## src/design/jsv_pkg.sv

```systemverilog
// ----------------------------------------------------------------------------
// jsv_pkg
// Types and constants shared by the JSON syntax validator: the request and
// response payloads, scanner mode codes, character codes and literal text.
// ----------------------------------------------------------------------------
package jsv_pkg;

   localparam int DATA_W        = 8;
   localparam int DEPTH_LIMIT_W = 7;
   localparam int OPEN_LEVELS_W = 7;
   localparam int VERDICT_W     = 2;
   localparam int MODE_W        = 5;
   localparam int SUB_W         = 3;
   localparam int KIND_W        = 2;

   localparam logic [DEPTH_LIMIT_W-1:0] DEPTH_LIMIT_RESET = 7'd64;
   localparam logic [OPEN_LEVELS_W-1:0] OPEN_LEVELS_MAX   = 7'd127;

   // Verdict codes.
   localparam logic [VERDICT_W-1:0] VERDICT_PENDING = 2'd0;
   localparam logic [VERDICT_W-1:0] VERDICT_VALID   = 2'd1;
   localparam logic [VERDICT_W-1:0] VERDICT_ERROR   = 2'd2;

   // Scanner modes.
   localparam logic [MODE_W-1:0] MODE_START     = 5'd0;
   localparam logic [MODE_W-1:0] MODE_ARR_FIRST = 5'd1;
   localparam logic [MODE_W-1:0] MODE_OBJ_FIRST = 5'd2;
   localparam logic [MODE_W-1:0] MODE_VALUE     = 5'd3;
   localparam logic [MODE_W-1:0] MODE_KEY       = 5'd4;
   localparam logic [MODE_W-1:0] MODE_COLON     = 5'd5;
   localparam logic [MODE_W-1:0] MODE_AFTER     = 5'd6;
   localparam logic [MODE_W-1:0] MODE_DONE      = 5'd7;
   localparam logic [MODE_W-1:0] MODE_STR       = 5'd8;
   localparam logic [MODE_W-1:0] MODE_ESC       = 5'd9;
   localparam logic [MODE_W-1:0] MODE_HEX       = 5'd10;
   localparam logic [MODE_W-1:0] MODE_LIT       = 5'd11;
   localparam logic [MODE_W-1:0] MODE_NSIGN     = 5'd12;
   localparam logic [MODE_W-1:0] MODE_NZERO     = 5'd13;
   localparam logic [MODE_W-1:0] MODE_NINT      = 5'd14;
   localparam logic [MODE_W-1:0] MODE_NDOT      = 5'd15;
   localparam logic [MODE_W-1:0] MODE_NFRAC     = 5'd16;
   localparam logic [MODE_W-1:0] MODE_NE        = 5'd17;
   localparam logic [MODE_W-1:0] MODE_NESIGN    = 5'd18;
   localparam logic [MODE_W-1:0] MODE_NEXP      = 5'd19;

   // Literal selectors.
   localparam logic [KIND_W-1:0] LIT_TRUE  = 2'd0;
   localparam logic [KIND_W-1:0] LIT_FALSE = 2'd1;
   localparam logic [KIND_W-1:0] LIT_NULL  = 2'd2;

   // Character codes.
   localparam logic [DATA_W-1:0] CH_SPACE  = 8'h20;
   localparam logic [DATA_W-1:0] CH_TAB    = 8'h09;
   localparam logic [DATA_W-1:0] CH_CR     = 8'h0D;
   localparam logic [DATA_W-1:0] CH_QUOTE  = 8'h22;
   localparam logic [DATA_W-1:0] CH_BSLASH = 8'h5C;
   localparam logic [DATA_W-1:0] CH_SLASH  = 8'h2F;
   localparam logic [DATA_W-1:0] CH_LBRACE = 8'h7B;
   localparam logic [DATA_W-1:0] CH_RBRACE = 8'h7D;
   localparam logic [DATA_W-1:0] CH_LBRACK = 8'h5B;
   localparam logic [DATA_W-1:0] CH_RBRACK = 8'h5D;
   localparam logic [DATA_W-1:0] CH_COMMA  = 8'h2C;
   localparam logic [DATA_W-1:0] CH_COLON  = 8'h3A;
   localparam logic [DATA_W-1:0] CH_MINUS  = 8'h2D;
   localparam logic [DATA_W-1:0] CH_PLUS   = 8'h2B;
   localparam logic [DATA_W-1:0] CH_DOT    = 8'h2E;
   localparam logic [DATA_W-1:0] CH_ZERO   = 8'h30;
   localparam logic [DATA_W-1:0] CH_NINE   = 8'h39;
   localparam logic [DATA_W-1:0] CH_UP_A   = 8'h41;
   localparam logic [DATA_W-1:0] CH_UP_E   = 8'h45;
   localparam logic [DATA_W-1:0] CH_UP_F   = 8'h46;
   localparam logic [DATA_W-1:0] CH_LO_A   = 8'h61;
   localparam logic [DATA_W-1:0] CH_LO_B   = 8'h62;
   localparam logic [DATA_W-1:0] CH_LO_E   = 8'h65;
   localparam logic [DATA_W-1:0] CH_LO_F   = 8'h66;
   localparam logic [DATA_W-1:0] CH_LO_N   = 8'h6E;
   localparam logic [DATA_W-1:0] CH_LO_R   = 8'h72;
   localparam logic [DATA_W-1:0] CH_LO_T   = 8'h74;
   localparam logic [DATA_W-1:0] CH_LO_U   = 8'h75;

   typedef struct packed {
      logic [DATA_W-1:0] data_byte;
      logic              is_last;
   } req_payload_type;

   typedef struct packed {
      logic [VERDICT_W-1:0]     verdict;
      logic [OPEN_LEVELS_W-1:0] open_levels;
   } rsp_payload_type;

   // Length of the selected literal.
   function automatic logic [SUB_W-1:0] lit_len(logic [KIND_W-1:0] k);
      logic [SUB_W-1:0] len;
      unique case (k)
         LIT_FALSE: begin
            len = 3'd5;
         end
         default: begin
            len = 3'd4;
         end
      endcase
      return len;
   endfunction

   // Character at position idx of the selected literal.
   function automatic logic [DATA_W-1:0] lit_char(logic [KIND_W-1:0] k,
                                                  logic [SUB_W-1:0] idx);
      logic [DATA_W-1:0] ch;
      ch = '0;
      unique case (k)
         LIT_TRUE: begin
            unique case (idx)
               3'd0:    ch = "t";
               3'd1:    ch = "r";
               3'd2:    ch = "u";
               3'd3:    ch = "e";
               default: ch = '0;
            endcase
         end
         LIT_FALSE: begin
            unique case (idx)
               3'd0:    ch = "f";
               3'd1:    ch = "a";
               3'd2:    ch = "l";
               3'd3:    ch = "s";
               3'd4:    ch = "e";
               default: ch = '0;
            endcase
         end
         default: begin
            unique case (idx)
               3'd0:    ch = "n";
               3'd1:    ch = "u";
               3'd2:    ch = "l";
               3'd3:    ch = "l";
               default: ch = '0;
            endcase
         end
      endcase
      return ch;
   endfunction

endpackage

```

## src/design/json_syntax_validator_unit.sv

```systemverilog
// ----------------------------------------------------------------------------
// json_syntax_validator_unit
// Streaming JSON syntax checker that takes one document byte per request and
// returns one verdict per byte.
// ----------------------------------------------------------------------------
//
//   Channel  Direction  Handshake             Payload
//   req_     in         req_valid/req_ready   data_byte, is_last
//   rsp_     out        rsp_valid/rsp_ready   verdict, open_levels
//   csr_     in         csr_wr_en (no wait)   depth_limit
//
// A request is loaded into the input register at the edge that accepts it.
// The scanner logic works on the input register, and its result is loaded
// into the response register once that register is free or being emptied,
// so a held response stalls the input register. The scanner state and the
// container stack are updated in the same edge that loads the response, so
// one request per cycle is sustained while rsp_ready is held high.
// Reset is synchronous and active high; it clears the scanner and sets the
// depth limit to 64. The container stack memory is not cleared.
// When rsp_ready is low the response register holds, the input register
// fills, and req_ready drops only once both are occupied.
// ----------------------------------------------------------------------------
module json_syntax_validator_unit
   import jsv_pkg::*;
#(
   parameter int MAX_DEPTH = 64
) (
   input  logic                     clock,
   input  logic                     reset,
   input  logic                     req_valid,
   output logic                     req_ready,
   input  req_payload_type          req_data,
   output logic                     rsp_valid,
   input  logic                     rsp_ready,
   output rsp_payload_type          rsp_data,
   input  logic                     csr_wr_en,
   input  logic [DEPTH_LIMIT_W-1:0] csr_wr_data
);

   // The nesting level runs from zero to MAX_DEPTH + 1, the stack holds one
   // entry for each level from zero to MAX_DEPTH.
   localparam int LEVEL_W = $clog2(MAX_DEPTH + 2);
   localparam int ADDR_W  = $clog2(MAX_DEPTH + 1);
   localparam int CMP_W   = (LEVEL_W > DEPTH_LIMIT_W) ? LEVEL_W : DEPTH_LIMIT_W;
   localparam int STACK_D = MAX_DEPTH + 1;

   typedef struct packed {
      logic [MODE_W-1:0]  mode;
      logic [LEVEL_W-1:0] level;
      logic [SUB_W-1:0]   sub;
      logic [KIND_W-1:0]  kind;
      logic               err;
   } scan_type;

   // One pass of the scanner over a byte, plus the stack write it asks for.
   typedef struct packed {
      scan_type st;
      logic     again;
      logic     push;
      logic     push_obj;
   } step_type;

   localparam scan_type SCAN_CLEAR = '{
      mode:  MODE_START,
      level: '0,
      sub:   '0,
      kind:  '0,
      err:   1'b0
   };

   // -------------------------------------------------------------------------
   // Character classes and scanner helpers
   // -------------------------------------------------------------------------
   function automatic logic is_ws(logic [DATA_W-1:0] c);
      return (c == CH_SPACE) || ((c >= CH_TAB) && (c <= CH_CR));
   endfunction

   function automatic logic is_digit(logic [DATA_W-1:0] c);
      return (c >= CH_ZERO) && (c <= CH_NINE);
   endfunction

   function automatic logic is_hex(logic [DATA_W-1:0] c);
      return is_digit(c) || ((c >= CH_UP_A) && (c <= CH_UP_F)) ||
             ((c >= CH_LO_A) && (c <= CH_LO_F));
   endfunction

   // Where the scanner goes once a complete value has been seen.
   function automatic logic [MODE_W-1:0] done_mode(logic [LEVEL_W-1:0] lvl);
      return (lvl == '0) ? MODE_DONE : MODE_AFTER;
   endfunction

   function automatic step_type do_push(step_type r, logic obj);
      step_type q;
      q = r;
      if (CMP_W'(r.st.level) > CMP_W'(MAX_DEPTH)) begin
         q.st.err = 1'b1;
      end else begin
         q.push     = 1'b1;
         q.push_obj = obj;
         q.st.level = r.st.level + LEVEL_W'(1);
         q.st.mode  = obj ? MODE_OBJ_FIRST : MODE_ARR_FIRST;
      end
      return q;
   endfunction

   function automatic step_type do_pop(step_type r);
      step_type q;
      q = r;
      if (r.st.level != '0) begin
         q.st.level = r.st.level - LEVEL_W'(1);
      end
      q.st.mode = done_mode(q.st.level);
      return q;
   endfunction

   function automatic step_type value_start(step_type r, logic [DATA_W-1:0] c,
                                            logic over_limit);
      step_type q;
      q = r;
      if (over_limit) begin
         q.st.err = 1'b1;
      end else if (c == CH_QUOTE) begin
         q.st.kind = LIT_TRUE;
         q.st.mode = MODE_STR;
      end else if (c == CH_LBRACE) begin
         q = do_push(r, 1'b1);
      end else if (c == CH_LBRACK) begin
         q = do_push(r, 1'b0);
      end else if ((c == CH_LO_T) || (c == CH_LO_F) || (c == CH_LO_N)) begin
         q.st.kind = (c == CH_LO_T) ? LIT_TRUE : ((c == CH_LO_F) ? LIT_FALSE : LIT_NULL);
         q.st.sub  = SUB_W'(1);
         q.st.mode = MODE_LIT;
      end else if (c == CH_MINUS) begin
         q.st.mode = MODE_NSIGN;
      end else if (c == CH_ZERO) begin
         q.st.mode = MODE_NZERO;
      end else if (is_digit(c)) begin
         q.st.mode = MODE_NINT;
      end else begin
         q.st.err = 1'b1;
      end
      return q;
   endfunction

   // One scanner pass. A byte that ends a number sets again, and the byte is
   // then scanned a second time in the mode that follows the number.
   function automatic step_type scan_step(scan_type s, logic [DATA_W-1:0] c,
                                          logic top_obj, logic over_limit);
      step_type          r;
      logic [SUB_W:0]    sub_inc;
      logic [KIND_W-1:0] k;
      logic [SUB_W-1:0]  len;
      logic              is_e;
      r.st       = s;
      r.again    = 1'b0;
      r.push     = 1'b0;
      r.push_obj = 1'b0;
      sub_inc    = {1'b0, s.sub} + (SUB_W + 1)'(1);
      k          = (s.kind > LIT_NULL) ? LIT_NULL : s.kind;
      len        = lit_len(k);
      is_e       = (c == CH_LO_E) || (c == CH_UP_E);
      unique case (s.mode) inside
         MODE_START, MODE_VALUE: begin
            if (!is_ws(c)) begin
               r = value_start(r, c, over_limit);
            end
         end
         MODE_ARR_FIRST: begin
            if (!is_ws(c)) begin
               if (c == CH_RBRACK) begin
                  r = do_pop(r);
               end else begin
                  r = value_start(r, c, over_limit);
               end
            end
         end
         MODE_OBJ_FIRST, MODE_KEY: begin
            if (!is_ws(c)) begin
               if ((s.mode == MODE_OBJ_FIRST) && (c == CH_RBRACE)) begin
                  r = do_pop(r);
               end else if (c == CH_QUOTE) begin
                  r.st.kind = LIT_FALSE;
                  r.st.mode = MODE_STR;
               end else begin
                  r.st.err = 1'b1;
               end
            end
         end
         MODE_COLON: begin
            if (!is_ws(c)) begin
               if (c == CH_COLON) begin
                  r.st.mode = MODE_VALUE;
               end else begin
                  r.st.err = 1'b1;
               end
            end
         end
         MODE_AFTER: begin
            if (!is_ws(c)) begin
               if (c == CH_COMMA) begin
                  r.st.mode = top_obj ? MODE_KEY : MODE_VALUE;
               end else if (c == (top_obj ? CH_RBRACE : CH_RBRACK)) begin
                  r = do_pop(r);
               end else begin
                  r.st.err = 1'b1;
               end
            end
         end
         MODE_DONE: begin
            if (!is_ws(c)) begin
               r.st.err = 1'b1;
            end
         end
         MODE_STR: begin
            if (c == CH_QUOTE) begin
               // Bit 0 of the kind marks a string that is an object key.
               r.st.mode = s.kind[0] ? MODE_COLON : done_mode(s.level);
               r.st.kind = '0;
            end else if (c < CH_SPACE) begin
               r.st.err = 1'b1;
            end else if (c == CH_BSLASH) begin
               r.st.mode = MODE_ESC;
            end
         end
         MODE_ESC: begin
            if (c == CH_LO_U) begin
               r.st.sub  = '0;
               r.st.mode = MODE_HEX;
            end else if ((c == CH_QUOTE) || (c == CH_BSLASH) || (c == CH_SLASH) ||
                         (c == CH_LO_B) || (c == CH_LO_F) || (c == CH_LO_N) ||
                         (c == CH_LO_R) || (c == CH_LO_T)) begin
               r.st.mode = MODE_STR;
            end else begin
               r.st.err = 1'b1;
            end
         end
         MODE_HEX: begin
            if (!is_hex(c)) begin
               r.st.err = 1'b1;
            end else if (sub_inc >= (SUB_W + 1)'(4)) begin
               r.st.sub  = '0;
               r.st.mode = MODE_STR;
            end else begin
               r.st.sub = sub_inc[SUB_W-1:0];
            end
         end
         MODE_LIT: begin
            if ((s.sub >= len) || (c != lit_char(k, s.sub))) begin
               r.st.err = 1'b1;
            end else if (sub_inc == {1'b0, len}) begin
               r.st.sub  = '0;
               r.st.kind = '0;
               r.st.mode = done_mode(s.level);
            end else begin
               r.st.sub = sub_inc[SUB_W-1:0];
            end
         end
         MODE_NSIGN: begin
            if (c == CH_ZERO) begin
               r.st.mode = MODE_NZERO;
            end else if (is_digit(c)) begin
               r.st.mode = MODE_NINT;
            end else begin
               r.st.err = 1'b1;
            end
         end
         MODE_NZERO, MODE_NINT, MODE_NFRAC: begin
            if ((s.mode != MODE_NZERO) && is_digit(c)) begin
               r.st.mode = s.mode;
            end else if ((c == CH_DOT) && (s.mode != MODE_NFRAC)) begin
               r.st.mode = MODE_NDOT;
            end else if (is_e) begin
               r.st.mode = MODE_NE;
            end else begin
               r.st.mode = done_mode(s.level);
               r.again   = 1'b1;
            end
         end
         MODE_NDOT: begin
            if (is_digit(c)) begin
               r.st.mode = MODE_NFRAC;
            end else begin
               r.st.err = 1'b1;
            end
         end
         MODE_NE: begin
            if ((c == CH_PLUS) || (c == CH_MINUS)) begin
               r.st.mode = MODE_NESIGN;
            end else if (is_digit(c)) begin
               r.st.mode = MODE_NEXP;
            end else begin
               r.st.err = 1'b1;
            end
         end
         MODE_NESIGN: begin
            if (is_digit(c)) begin
               r.st.mode = MODE_NEXP;
            end else begin
               r.st.err = 1'b1;
            end
         end
         MODE_NEXP: begin
            if (!is_digit(c)) begin
               r.st.mode = done_mode(s.level);
               r.again   = 1'b1;
            end
         end
         default: begin
            r.st.err = 1'b1;
         end
      endcase
      return r;
   endfunction

   // -------------------------------------------------------------------------
   // Registers
   // -------------------------------------------------------------------------
   logic [DEPTH_LIMIT_W-1:0] depth_limit_ff;
   logic                     in_valid_ff, in_valid_in;
   req_payload_type          in_data_ff;
   logic                     rsp_valid_ff, rsp_valid_in;
   rsp_payload_type          rsp_data_ff;
   scan_type                 scan_ff, scan_in;
   logic                     push_ff;
   logic                     push_obj_ff;
   logic                     stack_rd_ff;
   logic                     stack_mem [STACK_D];

   // -------------------------------------------------------------------------
   // Handshake
   // -------------------------------------------------------------------------
   logic advance;
   logic fire;
   logic req_fire;

   // The scanner stage moves whenever the response register is free or is
   // being emptied in this cycle.
   assign advance   = !rsp_valid_ff || rsp_ready;
   assign fire      = in_valid_ff && advance;
   assign req_ready = !in_valid_ff || advance;
   assign req_fire  = req_valid && req_ready;

   always_comb begin
      in_valid_in = in_valid_ff;
      if (req_fire) begin
         in_valid_in = 1'b1;
      end else if (fire) begin
         in_valid_in = 1'b0;
      end
      rsp_valid_in = advance ? in_valid_ff : rsp_valid_ff;
   end

   // -------------------------------------------------------------------------
   // Scanner
   // -------------------------------------------------------------------------
   logic [DEPTH_LIMIT_W-1:0] eff_limit;
   logic                     over_limit;
   logic                     top_obj;
   step_type                 pass1;
   step_type                 pass2;
   step_type                 pass;
   scan_type                 fin;
   rsp_payload_type          rsp_next;
   logic [CMP_W-1:0]         level_ext;
   logic [LEVEL_W-1:0]       rd_level;
   logic [ADDR_W-1:0]        rd_addr;

   // A limit above the stack depth behaves as the stack depth.
   assign eff_limit = (CMP_W'(depth_limit_ff) > CMP_W'(MAX_DEPTH)) ?
                      DEPTH_LIMIT_W'(MAX_DEPTH) : depth_limit_ff;
   assign over_limit = CMP_W'(scan_ff.level) > CMP_W'(eff_limit);

   // The top of the stack comes from the registered memory read, except in the
   // cycle right after a push, when the memory read still shows the old entry.
   assign top_obj = (scan_ff.level == '0) ? 1'b0 :
                    (push_ff ? push_obj_ff : stack_rd_ff);

   always_comb begin
      pass1 = scan_step(scan_ff, in_data_ff.data_byte, top_obj, over_limit);
      pass2 = scan_step(pass1.st, in_data_ff.data_byte, top_obj, over_limit);
      if (scan_ff.err) begin
         // After an error the bytes are ignored until the last one.
         pass.st       = scan_ff;
         pass.again    = 1'b0;
         pass.push     = 1'b0;
         pass.push_obj = 1'b0;
      end else if (pass1.again && !pass1.st.err) begin
         pass = pass2;
      end else begin
         pass = pass1;
      end

      fin = pass.st;
      if (in_data_ff.is_last && !fin.err) begin
         // A complete number may close the document.
         if ((fin.mode == MODE_NZERO) || (fin.mode == MODE_NINT) ||
             (fin.mode == MODE_NFRAC) || (fin.mode == MODE_NEXP)) begin
            fin.mode = done_mode(fin.level);
         end
         if (fin.mode != MODE_DONE) begin
            fin.err = 1'b1;
         end
      end

      level_ext = CMP_W'(fin.level);
      rsp_next.open_levels = (level_ext > CMP_W'(OPEN_LEVELS_MAX)) ?
                             OPEN_LEVELS_MAX : level_ext[OPEN_LEVELS_W-1:0];
      if (fin.err) begin
         rsp_next.verdict = VERDICT_ERROR;
      end else if (in_data_ff.is_last) begin
         rsp_next.verdict = VERDICT_VALID;
      end else begin
         rsp_next.verdict = VERDICT_PENDING;
      end

      scan_in = scan_ff;
      if (fire) begin
         scan_in = in_data_ff.is_last ? SCAN_CLEAR : fin;
      end

      // Read the entry that will be on top after this edge.
      rd_level = (scan_in.level == '0) ? '0 : (scan_in.level - LEVEL_W'(1));
      rd_addr  = rd_level[ADDR_W-1:0];
   end

   // -------------------------------------------------------------------------
   // Sequential logic
   // -------------------------------------------------------------------------
   always_ff @(posedge clock) begin
      if (reset) begin
         depth_limit_ff <= DEPTH_LIMIT_RESET;
         in_valid_ff    <= 1'b0;
         rsp_valid_ff   <= 1'b0;
         scan_ff        <= SCAN_CLEAR;
         push_ff        <= 1'b0;
      end else begin
         if (csr_wr_en) begin
            depth_limit_ff <= csr_wr_data;
         end
         in_valid_ff  <= in_valid_in;
         rsp_valid_ff <= rsp_valid_in;
         scan_ff      <= scan_in;
         push_ff      <= fire && pass.push;
      end
   end

   always_ff @(posedge clock) begin
      if (req_fire) begin
         in_data_ff <= req_data;
      end
      if (fire) begin
         rsp_data_ff <= rsp_next;
         push_obj_ff <= pass.push_obj;
      end
   end

   // Container stack: one write port at the current level, one registered read.
   always_ff @(posedge clock) begin
      if (fire && pass.push) begin
         stack_mem[scan_ff.level[ADDR_W-1:0]] <= pass.push_obj;
      end
      stack_rd_ff <= stack_mem[rd_addr];
   end

   assign rsp_valid = rsp_valid_ff;
   assign rsp_data  = rsp_data_ff;

endmodule
```

## config.mk

```make
export PLATFORM = sky130hd
export DESIGN_NAME = json_syntax_validator_unit
export DESIGN_NICKNAME = d
export VERILOG_FILES = /design/src/design/jsv_pkg.sv /design/src/design/json_syntax_validator_unit.sv
export SDC_FILE = /design/constraint.sdc
export NUM_CORES = 1
export LEC_CHECK = 0
export BUFFER_PORTS_ARGS = -buffer_cell sky130_fd_sc_hd__clkbuf_2
export CORE_MARGIN = 8
export CORE_UTILIZATION = 55
export CTS_CLUSTER_SIZE = 40
export DETAILED_ROUTE_END_ITERATION = 6
export PLACE_DENSITY = 0.72
export SLEW_MARGIN = 10
export SYNTH_ARGS = -nofsm -noshare
export SYNTH_HDL_FRONTEND = slang
export SYNTH_SLANG_ARGS = --single-unit
```

## constraint.sdc

```tcl
create_clock -name clock -period 8.2 [get_ports clock]
set_clock_uncertainty 0.15 [all_clocks]
set_input_delay 0.82 -clock clock [delete_from_list [all_inputs] [get_ports clock]]
set_output_delay 0.82 -clock clock [all_outputs]
set_load 0.005 [all_outputs]
```

# Yosys cells after proc, flatten, opt, wreduce, memory -nomap -nowiden

Memory sizes are Yosys's and may differ from the RTL's. A register that Yosys moved wholly into a read port is not among the register bits.
Index checks and enable logic that the tools add are counted.

Input bits: 21
Bits in registers: 47
Memories: 1
Memory bits (writable): 65
Word-level logic and storage cells: 478

Memory list:

| name      | depth | width | read ports | clocked after memory_dff | write ports | line                              | RTL |
|---|---|---|---|---|---|---|---|
| stack_mem | 65    | 1     | 1          | 1                        | 1           | json_syntax_validator_unit.sv:327 | `logic stack_mem [STACK_D];` |

Equality and inequality tests: 85
$add $sub $neg: 7
Order comparisons: 20
Muxes and demuxes: 279
Reductions and logical operators: 72

Operators with widths:

| cell                 | count |
|---|---|
| $mux W21             | 16 |
| $mux W5              | 67 |
| $mux W12             | 22 |
| $mux W7              | 28 |
| $pmux W5 S15         | 2 |
| $pmux W7 S4          | 4 |
| $eq A8 B7 Y1 const B | 13 |
| $mux W17             | 6 |
| $eq A5 B4 Y1 const B | 18 |
| $eq A8 B6 Y1 const B | 9 |
| $logic_not A7 Y1     | 10 |
| $pmux W7 S5          | 2 |
| $mux W1              | 64 |
| $mux W10             | 6 |
| $eq A5 B5 Y1 const B | 10 |
| $mux W3              | 15 |
| $pmux W3 S7          | 2 |
| $pmux W7 S3          | 2 |
| $eq A5 B3 Y1 const B | 8 |
| $mux W2              | 20 |
| $mux W16             | 2 |
| $pmux W8 S2          | 2 |
| $gt A7 B7 Y1 const B | 4 |
| $pmux W1 S14         | 2 |
| 47 further kinds     | 129 |

# Longest topological paths before layout

Depth after elaboration: 47
Depth in mapped cells: 28

# Least setup slack after synthesis

Ideal clock, no wire load.

Path kind: reg2reg
From: register scan_ff[4] (netlist name)
To: register stack_rd_ff, read port of stack_mem
Arrival: 5.588 ns
Buffers on the path: 4
Path slack: 2.338 ns
Data required time: 7.926 ns
Setup time: 0.124 ns
Stages on the path, launching flop included: 26
Clock period less this slack: 5.862 ns
Cell sequence: dfxtp_1 > clkbuf_1 > inv_1 > ha_1 > nor2_1 > o21ai_2 > a221o_1 > a221oi_2 > nand4_2 > o311ai_1 > a21boi_2 > a21oi_4 > clkbuf_1 > o211ai_1 > inv_1 > clkbuf_1 > ha_1 > xnor2_2 > buf_2 > mux2i_1 > mux2i_1 > mux2_4 > nand2_1 > nand4_1 > nand4b_1 > o211ai_2

Word-level cells in the longest chain between the ends: 20
Elaborated cells between the ends (all ways): 45
Those cells by class: add/sub (2); order compare (2); eq/ne (11); mux (20); reduce/logical (10)

Ends and longest elaborated chain:

| item                                                     | line                                           | RTL |
|---|---|---|
| start, declared                                          | json_syntax_validator_unit.sv:323              | `scan_type scan_ff, scan_in;` |
| start signal, assigned                                   | json_syntax_validator_unit.sv:442              | `scan_ff <= scan_in;` |
| $eq A3 B2 Y1                                             | jsv_pkg.sv:112, jsv_pkg.sv:121, jsv_pkg.sv:131 |  |
| $reduce_or A2 Y1 (no source line)                        | n/a                                            |  |
| $pmux W7 S3                                              | jsv_pkg.sv:131                                 | `unique case (idx)` |
| $pmux W8 S2                                              | jsv_pkg.sv:110                                 | `unique case (k)` |
| $mux W8                                                  | json_syntax_validator_unit.sv:162              | `unique case (s.mode) inside` |
| $ne A8 B8 Y1                                             | json_syntax_validator_unit.sv:248              | `if ((s.sub >= len) \|\| (c != lit_char(k, s.sub))) begin` |
| $logic_or A1 B1 Y1                                       | json_syntax_validator_unit.sv:248              |  |
| $mux W5                                                  | json_syntax_validator_unit.sv:248              |  |
| [4 not listed]                                           | n/a                                            |  |
| $mux W21                                                 | json_syntax_validator_unit.sv:178              | `if (!is_ws(c)) begin` |
| $pmux W7 S4                                              | json_syntax_validator_unit.sv:162              |  |
| $mux W21 *                                               | json_syntax_validator_unit.sv:387              | `end else if (pass1.again && !pass1.st.err) begin` |
| $mux W21 *                                               | json_syntax_validator_unit.sv:381              | `if (scan_ff.err) begin` |
| $mux W18 *                                               | json_syntax_validator_unit.sv:418              | `scan_in = in_data_ff.is_last ? SCAN_CLEAR : fin;` |
| $mux W13 *                                               | json_syntax_validator_unit.sv:417              | `if (fire) begin` |
| $sub A7 B1 Y7 / $logic_not A7 Y1 (equally long branches) | json_syntax_validator_unit.sv:422              | `rd_level = (scan_in.level == '0) ? '0 : (scan_in.level - LEVEL_W'(1));` |
| $mux W7 *                                                | json_syntax_validator_unit.sv:422              |  |
| end, declared                                            | json_syntax_validator_unit.sv:326              | `logic stack_rd_ff;` |

Every way passes the cells marked *; elsewhere a longest branch is shown, timed or not. The select of a mux whose other input is x is not followed.
A chain may end at the register's enable or synchronous reset.

# Final worst setup path

From: register scan_ff[1] (netlist name)
To: register stack_rd_ff, read port of stack_mem

Word-level cells in the longest chain between the ends: 20
Elaborated cells between the ends (all ways): 39
Those cells by class: add/sub (1); order compare (2); eq/ne (8); mux (19); reduce/logical (9)

Ends and longest elaborated chain:

| item                                                     | line                              | RTL |
|---|---|---|
| $gt A2 B2 Y1                                             | json_syntax_validator_unit.sv:159 | `k = (s.kind > LIT_NULL) ? LIT_NULL : s.kind;` |
| $mux W2                                                  | json_syntax_validator_unit.sv:159 |  |
| $eq A2 B1 Y1 / $logic_not A2 Y1 (equally long branches)  | jsv_pkg.sv:94, jsv_pkg.sv:110     |  |
| $pmux W8 S2                                              | jsv_pkg.sv:110                    |  |
| $mux W8                                                  | json_syntax_validator_unit.sv:162 |  |
| $ne A8 B8 Y1                                             | json_syntax_validator_unit.sv:248 |  |
| $logic_or A1 B1 Y1                                       | json_syntax_validator_unit.sv:248 |  |
| $mux W5                                                  | json_syntax_validator_unit.sv:248 |  |
| [4 not listed]                                           | n/a                               |  |
| $mux W21                                                 | json_syntax_validator_unit.sv:178 |  |
| $pmux W7 S4                                              | json_syntax_validator_unit.sv:162 |  |
| $mux W21 *                                               | json_syntax_validator_unit.sv:387 |  |
| $mux W21 *                                               | json_syntax_validator_unit.sv:381 |  |
| $mux W18 *                                               | json_syntax_validator_unit.sv:418 |  |
| $mux W13 *                                               | json_syntax_validator_unit.sv:417 |  |
| $sub A7 B1 Y7 / $logic_not A7 Y1 (equally long branches) | json_syntax_validator_unit.sv:422 |  |
| $mux W7 *                                                | json_syntax_validator_unit.sv:422 |  |

Marked as above.

==> results.txt <==
The worst register-to-register path ends at stack_rd_ff$_DFF_P_. The highest fanout seen on the critical path came out at 15. The classification of the worst setup path is reg -> reg. The top cell types in the final layout, fill and taps aside, are 172 x nor2_1, 106 x nand2_1, 84 x edfxtp_1. The number of cells on the worst reg-to-reg path is 20. Post-CTS timing repair inserted 0 buffers for setup. The library cell used most frequently in the layout, excluding fill and tap cells, is nor2_1. The TritonCTS clock tree is built. The fraction of final layout cells sized beyond drive strength 1 is 12.0%. The worst hold path begins at stack_mem[64]$_DFFE_PP_. The core region area came out at 16500 sq um. The proportion of synthesized chip area in sequential cells is 33.5%. Dividing the detail-routed wire length by the instance count gives 24.1 um. The mean area per synthesized cell is 8.30 sq um.

In the synthesized netlist, the number of instances is 1118. The maximum clock frequency came out at 0.142 GHz. The path with the worst hold slack has its endpoint at stack_rd_ff$_DFF_P_. Setup repair after global routing left no endpoint under its margin. Data on the critical path arrives at its endpoint at 7.21 ns. The number of buffers added to fix hold violations after cts is 0. The via count normalized by instance count came out at 7.06. Relative to the synthesized area, the layout overhead comes to 9.21%. The post-synthesis instance area came out at 9280 sq um.

The remaining number of nets flagged by the antenna check after routing came out at 0. Summed over all nets, the half-perimeter wirelength after detailed placement is 23300 um. In this run the number of H-tree levels came out at 4.

The share of flip-flops with an asynchronous set or reset after synthesis came out at 0%. The global-route wire length before repair is 50700 um. The count of instances resized after the clock tree is built came out at 0.

For this run, the post-layout net count is 1154. The later pin in the worst-skew pair is clocked with a latency of 0.43 ns. The path class of the lowest-slack min-delay path is reg -> reg.

The overall die area came out at 21300 sq um. The worst register-to-register path has a setup slack of 1.15 ns. The filler cell count came out at 1468. The worst setup path is captured at a flip-flop. The reg-to-reg startpoint is scan_ff[1]$_SDFFE_PP0P_.

Measured along the y axis, the die boundary spans 146 um. The largest net degree at the start of global routing is 67. The final weighted congestion in routability-driven placement is 1.04. After synthesis the netlist holds a flip-flop and latch count of 113.

The cell depth of the worst min-delay path is 2. The clock tree root driver cell is clkbuf_16. The run finished, with violations left. The leakage power is 0.00386 uW. The final wirelength came out at 32500 um. In this run the power density over the cells is 146 nW/um^2. The overall overflow remaining after global route came out at 0. The number of buffers created by CTS came out at 17. Once the floorplan was initialized, standard cells occupied 56.1% of the core.

The number of max-capacitance violations reported came out at 0. The clock edge transition at the registers on the reported setup and hold paths came out at 0.06 ns. The number of global-route vias before repair is 8859.

The number of iterations in the first detailed-routing pass is 7. The number of I/O port buffers is 31. The detailed router finished its first iteration with 1219 violations.

The number of warnings issued by yosys is 0. The number of failing hold endpoints at the final stage was 0. Once placement finished, the instance area stood at 9550 sq um.

In this run the core area contains 47 standard-cell rows. The worst-case IR drop observed on VDD is 0.153 mV. The post-route standard cell area excluding fillers is 10100 sq um. The I/O pin total came out at 32.

The number of antenna violations at the first check in global routing is 1. Setup total negative slack on the finished layout was measured at 0 ns. The clock drives 113 sinks. After layout, the worst path uses 86.0% of the clock period. The number of diodes added for antenna fixing came out at 0.

The category of the worst setup path launch point is a flip-flop. The number of nets produced by synthesis is 1158. The number of setup violations in the final report is 0. The total routing resource utilization after global routing is 29.9%.

The checks that failed: DRC. The slew at the pin with the worst max-slew slack is 1.06 ns. The number of enable flip-flop cells after synthesis is 84. In the routed design, unresolved DRC markers number 2. The flip-flop cell with the highest count after synthesis is edfxtp_1. The overall via count from detail_route is 9513. The final period demand of the worst path is 7.05 ns. The maximum number of buffers from clock root to sink came out at 2. The overall die width came out at 146 um. The total count of max-transition violations in the final report was 0. The worst-case headroom to the max-slew limit came out at 29.2%.

The netlist uses 103 different library cells. For the worst setup path, the data required time is 8.36 ns.
state kept, by name (all words and copies together) (netlist names):
register / flops
stack_mem: 65
in_valid_ff: 1
rsp_valid: 1
push_ff: 1
depth_limit_ff: 7
stack_rd_ff: 1
push_obj_ff: 1
in_data_ff: 9
rsp_data: 9
scan_ff: 18
critical path, stage by stage (launching register included):
cell      delay, ns
dfxtp_1        0.66
nor2b_1        0.49
ha_1           0.33
nor4b_1        0.26
nor2_1         0.10
a221oi_2       0.21
nand4_2        0.26
o311ai_1       0.77
a21boi_2       0.55
a21oi_4        0.22
or3_1          0.38
a32oi_1        0.46
ha_1           0.36
nand2_1        0.34
nor3_1         0.33
a21bo_2        0.29
mux2_4         0.32
nand2_1        0.07
nand4_1        0.12
nand4b_1       0.16
o211ai_2       0.09
power by group:
group | internal [uW] | total, uW | switching, uW
Sequential | 618 | 633 | 15.7
Clock | 440 | 726 | 285
Combinational | 42.7 | 117 | 74.1
Total | 1100 | 1480 | 375
metrics by stage:
| step | instances | hold WS (ns) | setup slack (ns) | power [uW] | utilization [%] |
|---|---|---|---|---|---|
| finish | 1347 | 0.333 | 1.15 | 1480 | 61.3 |
| global route | 1347 | 0.350 | 0.785 | 1510 | 61.3 |
| CTS | 1347 | 0.320 | 1.37 | 1470 | 61.3 |
| detailed placement | 1315 | 0.310 | 1.42 | 757 | 57.8 |
| global placement | 1315 | 0.329 | 1.60 | 757 | 57.8 |
| floorplan | 1118 | 0.277 | 2.34 | 719 | - |
per-layer routing:
layer	vias to the layer above	part of all wire [%]	track usage (%)
met5	-	0.037	0
met4	2	3.8	13.9
met3	124	10	6.93
met2	622	45	45.7
met1	4516	41	39.3
li1	4249	-	-
area by class of cell:
| type | count | area (sq um) | area share [%] |
|---|---|---|---|
| clock buffers | 22 | 508 | 5.01 |
| clock inverters | 10 | 70.1 | 0.692 |
| inverters | 30 | 113 | 1.11 |
| multi-input cells | 901 | 5760 | 56.8 |
| flip-flops and latches | 113 | 3100 | 30.6 |
| well taps | 220 | 275 | 2.72 |
| repair buffers | 51 | 305 | 3.01 |
worst max path at each step:
| stage | startpoint | endpoint | slack [ns] |
|---|---|---|---|
| floorplan | scan_ff[4]$_SDFFE_PP0P_ | stack_rd_ff$_DFF_P_ | 2.34 |
| global placement | scan_ff[1]$_SDFFE_PP0P_ | stack_rd_ff$_DFF_P_ | 1.60 |
| detailed placement | scan_ff[1]$_SDFFE_PP0P_ | stack_rd_ff$_DFF_P_ | 1.42 |
| CTS | scan_ff[1]$_SDFFE_PP0P_ | stack_rd_ff$_DFF_P_ | 1.37 |
| global route | scan_ff[8]$_SDFF_PP0_ | stack_rd_ff$_DFF_P_ | 0.78 |
| finish | scan_ff[1]$_SDFFE_PP0P_ | stack_rd_ff$_DFF_P_ | 1.15 |
synthesized netlist by cell type (7+ instances only):
cell / number / area share [%]
nor2_1: 172 / 7.0
nand2_1: 106 / 4.3
edfxtp_1: 84 / 27
a21oi_1: 48 / 2.6
clkbuf_1: 48 / 1.9
o21ai_0: 36 / 1.9
nor3_1: 34 / 1.8
nand3_1: 33 / 1.8
dfxtp_1: 29 / 6.3
inv_1: 29 / 1.2
mux2i_1: 29 / 3.1
nand4_1: 22 / 1.5
ha_1: 19 / 2.6
nor4_1: 19 / 1.3
o211ai_1: 19 / 1.5
or3_1: 19 / 1.3
buf_2: 16 / 0.86
a211o_1: 15 / 1.4
a211oi_1: 15 / 1.2
nor2b_1: 15 / 1.0
a22oi_1: 14 / 1.1
a31oi_1: 13 / 0.88
and2_1: 13 / 0.88
nand2b_1: 13 / 0.88
xnor2_1: 13 / 1.2
o22ai_1: 12 / 0.81
and3_1: 11 / 0.74
nand3b_1: 10 / 0.81
a2111oi_0: 9 / 0.85
buf_1: 8 / 0.32
mux2_2: 8 / 0.97
nor3b_1: 8 / 0.65
o21a_1: 8 / 0.65
a21o_1: 7 / 0.57
nand4b_1: 7 / 0.66
kinds of logic after synthesis:
kind of cell	Yosys count	share of synthesized area [%]
muxes	38	4.26
xor gates and xnor gates	16	1.59
and+or+nand+nor	536	30.1
buffers and inverters	104	4.50
adders and majority gates	20	2.67
AOI/OAI and AO/OA	291	23.5
DFF	113	33.5
Power figures use the tool's default switching activity.
